===== config.mk =====
export PLATFORM = sky130hd
export DESIGN_NAME = string_to_int_custom_base
export DESIGN_NICKNAME = d
export VERILOG_FILES = /design/src/s2i_pkg.sv /design/src/s2i_front.sv /design/src/s2i_queue.sv /design/src/s2i_back.sv /design/src/string_to_int_custom_base.sv
export SDC_FILE = /design/constraint.sdc
export NUM_CORES = 2
export LEC_CHECK = 0
export BUFFER_PORTS_ARGS = -buffer_cell sky130_fd_sc_hd__buf_4
export CORE_ASPECT_RATIO = 1.1
export CORE_MARGIN = 8
export CORE_UTILIZATION = 50
export CTS_CLUSTER_DIAMETER = 100
export DETAILED_ROUTE_END_ITERATION = 7
export GPL_TIMING_DRIVEN = 0
export PLACE_DENSITY = 0.68
export SLEW_MARGIN = 20
export SYNTH_ARGS = -nofsm -noshare
export SYNTH_HDL_FRONTEND = slang
export SYNTH_HIERARCHICAL = 1
export SYNTH_SLANG_ARGS = --single-unit

===== constraint.sdc =====
create_clock -name clk -period 7.6 [get_ports clk]
set_input_delay 0.76 -clock clk [delete_from_list [all_inputs] [get_ports clk]]
set_output_delay 0.76 -clock clk [all_outputs]
set_load 0.005 [all_outputs]

===== src/s2i_pkg.sv =====
// Shared types and constants for the custom-base string-to-integer parser.
// No dependencies; used by every module of the block.
package s2i_pkg;

  // Alphabet geometry fixed by the register map
  localparam int unsigned ALPHA_POS  = 16;
  localparam int unsigned IDX_W      = 4;
  localparam int unsigned CNT_W      = 5;
  localparam int unsigned CHAR_W     = 8;
  localparam int unsigned VALUE_W    = 32;
  localparam int unsigned CFG_DATA_W = 64;
  localparam int unsigned CFG_IDX_W  = 2;

  // Configuration register indexes
  localparam logic [CFG_IDX_W-1:0] REG_ALPHA_LOW  = 2'd0;
  localparam logic [CFG_IDX_W-1:0] REG_ALPHA_HIGH = 2'd1;
  localparam logic [CFG_IDX_W-1:0] REG_BASE_LEN   = 2'd2;

  // Special characters
  localparam logic [CHAR_W-1:0] CH_SPACE = 8'h20;
  localparam logic [CHAR_W-1:0] CH_TAB   = 8'h09;
  localparam logic [CHAR_W-1:0] CH_CR    = 8'h0D;
  localparam logic [CHAR_W-1:0] CH_MINUS = 8'h2D;
  localparam logic [CHAR_W-1:0] CH_PLUS  = 8'h2B;
  localparam logic [CHAR_W-1:0] CH_NUL   = 8'h00;

  // Smallest usable base
  localparam logic [CNT_W-1:0] MIN_BASE = 5'd2;

  // Queue between classifier and parser
  localparam int unsigned Q_DEPTH = 2;
  localparam int unsigned Q_PTR_W = 1;
  localparam int unsigned Q_CNT_W = 2;

  // Parser phases
  typedef enum logic [1:0] {
    PH_SPACE,
    PH_SIGN,
    PH_DIGIT,
    PH_DONE
  } phase_t;

  // One classified character
  typedef struct packed {
    logic             start;     // first character of a new string
    logic             alpha_ok;  // alphabet valid (meaningful on start)
    logic             space;     // whitespace
    logic             minus;
    logic             plus;
    logic             hit;       // found in the alphabet
    logic [IDX_W-1:0] idx;       // digit index when hit
    logic [CNT_W-1:0] used;      // positions in use, the base
  } s2i_item_t;

endpackage


===== src/s2i_front.sv =====
// Front end: configuration registers, alphabet check and character classifier.
// Depends on s2i_pkg.
module s2i_front import s2i_pkg::*; #(
  parameter int unsigned MAX_DIGITS = 16
) (
  input  logic                  clk,
  input  logic                  rst,
  input  logic                  cfg_write,
  input  logic [CFG_IDX_W-1:0]  cfg_index,
  input  logic [CFG_DATA_W-1:0] cfg_data,
  input  logic [CHAR_W-1:0]     character,
  input  logic                  start_req,
  output s2i_item_t             item
);

  logic [CFG_DATA_W-1:0] alphabet_low;
  logic [CFG_DATA_W-1:0] alphabet_high;
  logic [CNT_W-1:0]      base_length;

  logic [CHAR_W-1:0]     alpha [ALPHA_POS];
  logic [CNT_W-1:0]      used;
  logic                  base_ok;
  logic                  chars_ok;
  logic                  hit;
  logic [IDX_W-1:0]      idx;

  // Configuration writes
  always_ff @(posedge clk) begin
    if (rst) begin
      alphabet_low  <= '0;
      alphabet_high <= '0;
      base_length   <= '0;
    end else if (cfg_write) begin
      case (cfg_index)
        REG_ALPHA_LOW:  alphabet_low  <= cfg_data;
        REG_ALPHA_HIGH: alphabet_high <= cfg_data;
        REG_BASE_LEN:   base_length   <= cfg_data[CNT_W-1:0];
        default: ;
      endcase
    end
  end

  // Byte view of the alphabet
  always_comb begin
    for (int k = 0; k < ALPHA_POS / 2; k++) begin
      alpha[k]                 = alphabet_low[k*CHAR_W +: CHAR_W];
      alpha[k + ALPHA_POS / 2] = alphabet_high[k*CHAR_W +: CHAR_W];
    end
  end

  // Base clamped to the digit limit
  always_comb begin
    if ({1'b0, base_length} > (CNT_W + 1)'(MAX_DIGITS)) used = CNT_W'(MAX_DIGITS);
    else used = base_length;
    base_ok = (base_length >= MIN_BASE) &&
              ({1'b0, base_length} <= (CNT_W + 1)'(MAX_DIGITS));
  end

  // Alphabet check: no sign, space, control or repeated characters in use
  always_comb begin
    chars_ok = 1'b1;
    for (int i = 0; i < MAX_DIGITS; i++) begin
      if ((CNT_W + 1)'(i) < {1'b0, base_length}) begin
        if (alpha[i] == CH_MINUS || alpha[i] == CH_PLUS || alpha[i] == CH_NUL ||
            alpha[i] == CH_SPACE || (alpha[i] >= CH_TAB && alpha[i] <= CH_CR))
          chars_ok = 1'b0;
        for (int j = i + 1; j < MAX_DIGITS; j++) begin
          if ((CNT_W + 1)'(j) < {1'b0, base_length} && alpha[j] == alpha[i])
            chars_ok = 1'b0;
        end
      end
    end
  end

  // Digit lookup, lowest matching position wins
  always_comb begin
    hit = 1'b0;
    idx = '0;
    for (int k = MAX_DIGITS - 1; k >= 0; k--) begin
      if ((CNT_W + 1)'(k) < {1'b0, used} && alpha[k] == character) begin
        hit = 1'b1;
        idx = IDX_W'(k);
      end
    end
  end

  // Classified item
  always_comb begin
    item.start    = start_req;
    item.alpha_ok = base_ok && chars_ok;
    item.space    = (character == CH_SPACE) ||
                    (character >= CH_TAB && character <= CH_CR);
    item.minus    = (character == CH_MINUS);
    item.plus     = (character == CH_PLUS);
    item.hit      = hit;
    item.idx      = idx;
    item.used     = used;
  end

endmodule


===== src/s2i_queue.sv =====
// Two-entry queue of classified characters between front end and parser.
// Depends on s2i_pkg.
module s2i_queue import s2i_pkg::*; (
  input  logic      clk,
  input  logic      rst,
  input  logic      push,
  input  s2i_item_t push_item,
  output logic      full,
  input  logic      pop,
  output logic      q_valid,
  output s2i_item_t q_item
);

  s2i_item_t          mem [Q_DEPTH];
  logic [Q_PTR_W-1:0] wr_ptr;
  logic [Q_PTR_W-1:0] rd_ptr;
  logic [Q_CNT_W-1:0] count;

  // Storage
  always_ff @(posedge clk) begin
    if (push) begin
      mem[wr_ptr] <= push_item;
    end
  end

  // Pointers and fill level
  always_ff @(posedge clk) begin
    if (rst) begin
      wr_ptr <= '0;
      rd_ptr <= '0;
      count  <= '0;
    end else begin
      if (push) wr_ptr <= wr_ptr + 1'b1;
      if (pop)  rd_ptr <= rd_ptr + 1'b1;
      case ({push, pop})
        2'b10:   count <= count + Q_CNT_W'(1);
        2'b01:   count <= count - Q_CNT_W'(1);
        default: ;
      endcase
    end
  end

  assign full    = (count == Q_CNT_W'(Q_DEPTH));
  assign q_valid = (count != '0);
  assign q_item  = mem[rd_ptr];

endmodule


===== src/s2i_back.sv =====
// Back end: parse state machine, multiply-add accumulator and output register.
// Depends on s2i_pkg.
module s2i_back import s2i_pkg::*; (
  input  logic                      clk,
  input  logic                      rst,
  input  logic                      q_valid,
  input  s2i_item_t                 q_item,
  output logic                      pop,
  output logic                      out_valid,
  input  logic                      out_ready,
  output logic signed [VALUE_W-1:0] value,
  output logic                      alphabet_ok
);

  phase_t             phase;
  phase_t             phase_next;
  phase_t             eff_phase;
  logic               negative;
  logic               negative_next;
  logic [VALUE_W-1:0] accumulator;
  logic [VALUE_W-1:0] accumulator_next;
  logic [VALUE_W-1:0] acc_base;
  logic               neg_base;
  logic               sign_region;
  logic               emit;
  logic               emit_ok;
  logic [VALUE_W-1:0] emit_value;

  // Take an item whenever the output slot is free or draining
  assign pop = q_valid && (!out_valid || out_ready);

  // Phase seen by this item after a start has been applied
  always_comb begin
    if (q_item.start) eff_phase = q_item.alpha_ok ? PH_SPACE : PH_DONE;
    else eff_phase = phase;
    acc_base    = q_item.start ? '0 : accumulator;
    neg_base    = q_item.start ? 1'b0 : negative;
    sign_region = (eff_phase == PH_SIGN) || (eff_phase == PH_SPACE && !q_item.space);
  end

  // Next phase
  always_comb begin
    phase_next = phase;
    if (pop) begin
      unique case (eff_phase) inside
        PH_SPACE, PH_SIGN: begin
          if (eff_phase == PH_SPACE && q_item.space) phase_next = PH_SPACE;
          else if (q_item.minus || q_item.plus)      phase_next = PH_SIGN;
          else if (q_item.hit)                       phase_next = PH_DIGIT;
          else                                       phase_next = PH_DONE;
        end
        PH_DIGIT: phase_next = q_item.hit ? PH_DIGIT : PH_DONE;
        PH_DONE:  phase_next = PH_DONE;
        default:  phase_next = PH_DONE;
      endcase
    end
  end

  // Sign, accumulator and result
  always_comb begin
    negative_next    = negative;
    accumulator_next = accumulator;
    emit             = 1'b0;
    emit_ok          = 1'b1;
    emit_value       = neg_base ? (VALUE_W'(0) - acc_base) : acc_base;
    if (pop) begin
      negative_next    = neg_base;
      accumulator_next = acc_base;
      if (q_item.start && !q_item.alpha_ok) begin
        emit       = 1'b1;
        emit_ok    = 1'b0;
        emit_value = '0;
      end else if (sign_region && (q_item.minus || q_item.plus)) begin
        negative_next = neg_base ^ q_item.minus;
      end else if ((sign_region || eff_phase == PH_DIGIT) && q_item.hit) begin
        accumulator_next = VALUE_W'(acc_base * {{(VALUE_W - CNT_W){1'b0}}, q_item.used})
                           + {{(VALUE_W - IDX_W){1'b0}}, q_item.idx};
      end else if (sign_region || eff_phase == PH_DIGIT) begin
        emit = 1'b1;
      end
    end
  end

  // Parse state
  always_ff @(posedge clk) begin
    if (rst) begin
      phase       <= PH_DONE;
      negative    <= 1'b0;
      accumulator <= '0;
    end else begin
      phase       <= phase_next;
      negative    <= negative_next;
      accumulator <= accumulator_next;
    end
  end

  // Output register
  always_ff @(posedge clk) begin
    if (rst) begin
      out_valid <= 1'b0;
    end else if (emit) begin
      out_valid <= 1'b1;
    end else if (out_ready) begin
      out_valid <= 1'b0;
    end
  end

  always_ff @(posedge clk) begin
    if (emit) begin
      value       <= emit_value;
      alphabet_ok <= emit_ok;
    end
  end

endmodule


===== src/string_to_int_custom_base.sv =====
// Top level of the custom-base string-to-integer parser.
// Depends on s2i_pkg, s2i_front, s2i_queue and s2i_back.
//
//   channel  signals                                  direction  transfer when
//   cfg      cfg_valid cfg_ready cfg_index cfg_data   in         cfg_valid & cfg_ready
//   in       in_valid in_ready character start_req    in         in_valid & in_ready
//   out      out_valid out_ready value alphabet_ok    out        out_valid & out_ready
//
// One character per cycle while in_ready is high. A character is classified in the cycle
// it is accepted and written into the queue; the parser then takes it from the queue,
// and the result of a finished string is registered in the output register. The
// multiply-add of the parser sets the cycle time. Reset empties the queue and puts the
// parser in its waiting state; cfg_ready is always high. A stalled output holds the
// parser, and the queue fills and then drops in_ready.
module string_to_int_custom_base import s2i_pkg::*; #(
  parameter int unsigned MAX_DIGITS = 16
) (
  input  logic                      clk,
  input  logic                      rst,
  input  logic                      cfg_valid,
  output logic                      cfg_ready,
  input  logic [CFG_IDX_W-1:0]      cfg_index,
  input  logic [CFG_DATA_W-1:0]     cfg_data,
  input  logic                      in_valid,
  output logic                      in_ready,
  input  logic [CHAR_W-1:0]         character,
  input  logic                      start_req,
  output logic                      out_valid,
  input  logic                      out_ready,
  output logic signed [VALUE_W-1:0] value,
  output logic                      alphabet_ok
);

  s2i_item_t front_item;
  s2i_item_t q_item;
  logic      q_full;
  logic      q_valid;
  logic      q_pop;
  logic      push;

  assign cfg_ready = 1'b1;
  assign in_ready  = !q_full;
  assign push      = in_valid && in_ready;

  s2i_front #(
    .MAX_DIGITS (MAX_DIGITS)
  ) u_front (
    .clk       (clk),
    .rst       (rst),
    .cfg_write (cfg_valid && cfg_ready),
    .cfg_index (cfg_index),
    .cfg_data  (cfg_data),
    .character (character),
    .start_req (start_req),
    .item      (front_item)
  );

  s2i_queue u_queue (
    .clk       (clk),
    .rst       (rst),
    .push      (push),
    .push_item (front_item),
    .full      (q_full),
    .pop       (q_pop),
    .q_valid   (q_valid),
    .q_item    (q_item)
  );

  s2i_back u_back (
    .clk         (clk),
    .rst         (rst),
    .q_valid     (q_valid),
    .q_item      (q_item),
    .pop         (q_pop),
    .out_valid   (out_valid),
    .out_ready   (out_ready),
    .value       (value),
    .alphabet_ok (alphabet_ok)
  );

  // A rejected alphabet always reports zero
  a_reject_zero: assert property (@(posedge clk) disable iff (rst)
    out_valid && !alphabet_ok |-> value == '0)
    else $error("rejected alphabet with nonzero value");

  // Queue is empty right after reset
  a_ready_after_reset: assert property (@(posedge clk)
    $past(rst) |-> in_ready)
    else $error("in_ready low after reset");

  // An accepted character is queued for the parser
  a_push_queued: assert property (@(posedge clk) disable iff (rst)
    push |=> q_valid)
    else $error("accepted character missing from queue");

endmodule


Word-level counts from Yosys, hierarchy flattened
Memory sizes are Yosys's and may differ from the RTL's. A register that Yosys moved wholly into a read port is not among the register bits.
Index checks and enable logic that the tools add are counted.
{ "classes": {"addsub": 6, "mul": 1, "magnitude_cmp": 69, "n_eq_ne": 194, "n_mux": 214, "n_bitwise": 1, "n_reduce_logical": 260} }
{ "ops": {"columns": ["cell", "n"], "rows": [
  ["$eq A8 B8 Y1", 136],
  ["$eq A8 B6 Y1 const B", 51],
  ["$mux W32", 7],
  ["$mux W1", 184],
  ["$logic_and A1 B1 Y1", 162],
  ["$ge A8 B4 Y1 const B", 17],
  ["$le A8 B4 Y1 const B", 17],
  ["$logic_not A8 Y1", 16],
  ["$lt A4 B5 Y1 const A", 16],
  ["$logic_or A1 B1 Y1", 69],
  ["$mux W4", 16],
  ["$lt A3 B5 Y1 const A", 8],
  ["$add A32 B4 Y32", 1],
  ["$mul A32 B5 Y32", 1],
  ["$sub A1 B32 Y32 const A", 1],
  ["$lt A1 B5 Y1 const A", 4],
  ["$lt A2 B5 Y1 const A", 4],
  ["$eq A2 B2 Y1 const B", 4],
  ["$mux W2", 4],
  ["$pmux W2 S2", 2],
  ["$eq A2 B1 Y1 const B", 3],
  ["$reduce_and A2 Y1", 3],
  ["$reduce_bool A2 Y1", 3],
  ["$ge A5 B2 Y1 const B", 1],
  ["other kinds (10)", 15]
]} }
{ "totals": {"ff_bits": 206, "ram_bits": 30, "in_bits": 80, "out_inout_bits": 36, "mem_count": 1} }
{ "memory_table": {"columns": ["memory", "words", "width", "read_ports", "rd_clocked_by_memory_dff", "write_ports", "line", "rtl"], "rows": [
  ["u_queue.mem", 2, 15, 1, 1, 1, "s2i_queue.sv:14", "s2i_item_t mem [Q_DEPTH];"]
]} }

Longest topological paths before layout
{ "depth": {"depth_word": 158, "depth_mapped": 22, "mapped_depth_nobuf": 18} }

Hierarchy
The synthesis kept the hierarchy.
{ "by_module_without_submodules": {"columns": ["module", "n_inst", "cells_each", "area_each_um2", "seq_area_each_um2"], "rows": [
  ["s2i_front", 1, 2599, 19533.7, 2662.6],
  ["s2i_back", 1, 1020, 8628.3, 1711.6],
  ["s2i_queue", 1, 69, 1287.5, 1001.0],
  ["string_to_int_custom_base", 1, 4, 21.3, 0.0]
]} }

Worst setup path after synthesis
OpenSTA, ideal clock, no wires.
{ "synth_path": {"path_type": "reg-to-reg", "start": "register with a tool-made name", "end": "register u_back.accumulator[29]", "setup_time_ps": 86, "arrival_ps": 5704, "required_time_ps": 7514, "slack_ps": 1810, "stages_incl_launch_ff": 23, "cell_sequence": "dfxtp_1 -> buf_2 -> buf_2 -> mux2_2 -> clkbuf_1 -> clkbuf_1 -> clkbuf_1 -> nor2b_1 -> and2_1 -> fa_1 -> fa_1 -> inv_1 -> fa_1 -> inv_1 -> ha_1 -> a21o_1 -> a21oi_1 -> a21bo_2 -> o21ai_0 -> a31oi_1 -> o41ai_1 -> nor4_1 -> a211oi_1"} }
{ "synth_rtl": {"columns": ["item", "line", "rtl"], "rows": [
  ["end signal, assigned", "s2i_back.sv:93", "accumulator <= accumulator_next;"],
  ["end, declared", "s2i_back.sv:20", "logic [VALUE_W-1:0] accumulator;"]
]} }

==> qor.yml <==
synth:
  synth_xor_area_share_pct: 34.6
  synthTopCellsByArea: "xnor2_1, xor2_1, dfxtp_1"
  netlist_top_cells_count: "xnor2_1, xor2_1, nand2_1, buf_2, a21oi_1"
  async_flop_share_pct: 0
  synthAdderAreaFrac_pct: 8.56
  synth-simple-area-share_pct: 20.5
  postSynthCellCount: 3692
  synth-edff-count: 63
  yosys_warnings: 6
  synth_compound_area_share_pct: 8.88
  ys_ff_latch: 237
  yosys.area.top_type: "xnor2_1"
  syn_area_mm2: 0.0295
  yosysTopAreaCellShare_pct: 22.1
  ys.flop_type: "dfxtp_1"
  synth_top_family_by_area: "XOR/XNOR gates"
  yosysMostFrequentCell: "xnor2_1"
  synth_fp_nets: 3922
  synth_seq_area_share_pct: 18.2
  yosys.cell_types.count: 82
  synth_area_per_cell_um2: 7.98
  synthMuxAreaShare_pct: 0.845
sta:
  fin_skew_ns: 0.0131
  rsz0062_at_grt: "no"
  hold_viol_final: 0
  setup_viol: 0
  maxSlewViolCount: 0
  min_period_ns: 7.05
  relSlewSlack_pct: 14.8
  fin_ws_ns: 0.549
  finalCritPeriodShare_pct: 92.8
  tightest_slew_ns: 1.28
  hold_slack_ns: 0.382
  fmax_ghz: 0.142
detailed_routing:
  first_iter_violations: 4016
  wl_per_cell_um: 33.0
  dr.pass1.iters: 7
  final_antenna_net_count: 0
  route.final.wire_length_mm: 152
  dr_total_vias: 29700
  vias_per_cell: 6.43
  drc_errors: 0
grt:
  grt-ovfl-total: 0
  grt_pass1_vias: 28600
  grt.total_usage_pct: 44.3
  grt_max_degree: 27
  grt_pass1_wl_mm: 212
  antenna_found_initial: 2
floorplanning:
  die_area_mm2: 0.0670
  die_width_um: 247
  std_cell_rows: 93
  initial_core_util_pct: 50.5
  num_io_pins: 116
  fp.dieH_um: 271
  coreArea_mm2: 0.0584
placed_design:
  port_buffers: 109
  dpl.hpwl_mm: 108
  dp_worst_setup_slack_ns: -0.315
  place.gp.congestion: 1.10
hold_path:
  hold_class: "in2reg"
  hold_depth: 1
critical_path:
  crit_fanout: 16
  r2r_cells: 21
  crit_arrival_ns: 7.59
  cp.required_ns: 8.14
  timing.rr.end: "u_back/accumulator[27]"
  cp-start-kind: "flip-flop"
  endpoint_kind: "flip-flop"
  reg2reg_slack_ns: 0.55
  worstSetupEndpoint: "u_back/accumulator[27]"
  crit_type: "reg2reg"
clocking:
  clk_path_buf_depth: 3
  cts_hold_buf: 0
  cts_buffers: 28
  worstSkewPairLatency_ns: 0.61
  clock-sinks: 237
  tritoncts: "done"
  cts_root_buf: "clkbuf_16"
  clk_pin_slew_ns: 0.06
  htreeDepth: 1
pwr:
  leakage_nw: 13.9
  power_density_mw_per_mm2: 144
  ir_drop_v: 0.000184
final_layout:
  drive_above_1_share_pct: 12.8
  area_delta_synth_final_pct: 9.55
  fin_nets: 4062
run:
  drv_cap: 0
status:
  status: "completed"
cells by family after synthesis:
| family | after synthesis |
|---|---|
| AO/OA/AOI/OAI | 412 |
| XOR/XNOR | 1165 |
| adder cells (fa/ha/maj) | 150 |
| buffers and inverters | 541 |
| flip-flops | 237 |
| multiplexers | 23 |
| other | 1 |
| AND/OR/NAND/NOR | 1163 |
where the power goes:
part	total, W	internal [W]	switching, W
sequential	0.00145	0.00142	0.0000383
combinational	0.00177	0.000578	0.00119
clock	0.00142	0.000824	0.000601
sequential cells by signal, indices dropped and copies added (netlist names), 2 cells and up, named ones only:
register,cells
u_front/alphabet_low,64
u_back/phase,2
u_back/accumulator,32
u_front/base_length,5
u_queue/count,2
u_front/alphabet_high,64
u_back/value,32
u_queue/mem,30
layer usage:
layer / GRT usage (%) / vias up / routed length (µm)
met5: 0.678 / - / 0
met4: 38.5 / 0 / 16900
met3: 13.8 / 832 / 18700
met2: 68.0 / 2348 / 65200
met1: 49.0 / 14000 / 51500
li1: - / 12500 / -
worst max-delay path, cell delays in order (launching register included):
cell and delay, ns:
dfxtp_1 0.30, buf_2 0.24, buf_2 0.33, mux2_2 0.49
clkbuf_2 0.40, clkbuf_1 0.49, nor2b_1 0.21, and2_1 0.22
fa_1 0.48, fa_1 0.55, inv_1 0.06, fa_1 0.54
inv_1 0.04, ha_1 0.43, and4_1 0.30, nand2_1 0.18
nor3_1 0.36, o21ai_0 0.25, a31oi_1 0.36, o41ai_2 0.15
or4_1 0.49, nand3_1 0.09
per-stage QoR:
stage          util [%]  total power [W]  instances  area, µm²  TNS, ns
5_1_grt            55.3          0.00478       4615      32300        0
3_3_place_gp       53.5          0.00316       4561      31200   -0.771
4_1_cts            55.2          0.00459       4615      32300        0
3_5_place_dp       53.6          0.00318       4563      31300   -0.711
2_1_floorplan         -          0.00250       3692      29500        0
6_report           55.3          0.00465       4618      32300        0
area by class of cell:
class | instances | area [µm²]
Fill cell | 5703 | 26100
Multi-Input combinational cell | 2914 | 21700
Sequential cell | 237 | 5380
Buffer | 377 | 1840
Tap cell | 760 | 951
Clock buffer | 42 | 868
Timing Repair Buffer | 111 | 853
Inverter | 163 | 612
Clock inverter | 10 | 92.6
Antenna cell | 4 | 10.0
worst min-delay path by stage:
stage               slack (ns)             start                  to
floorplan                 0.46  u_queue/count[1]    u_queue/count[1]
global placement          0.49  u_queue/count[1]    u_queue/count[1]
detailed placement        0.49  u_queue/count[1]    u_queue/count[1]
CTS                       0.36         start_req  u_queue/mem[0][14]
global route              0.37         start_req  u_queue/mem[0][14]
finish                    0.38         start_req  u_queue/mem[0][14]
layout by cell type (no fill, tap or decap), drive strengths merged, types with 133 or more instances in the layout:
cell type and count:
xnor2 745, xor2 420, buf 411, nand2 336
a21oi 201, nand4 180, dfxtp 174, inv 164
and2 144, nor4 133
repair_timing:
| action | CTS | global route |
|---|---|---|
| resized for setup | 3 | 2 |
| setup buffers | 0 | 0 |
| endpoints found under the setup margin | 3 | 2 |
| pin swaps | 0 | 0 |
Power figures use the tool's default switching activity.
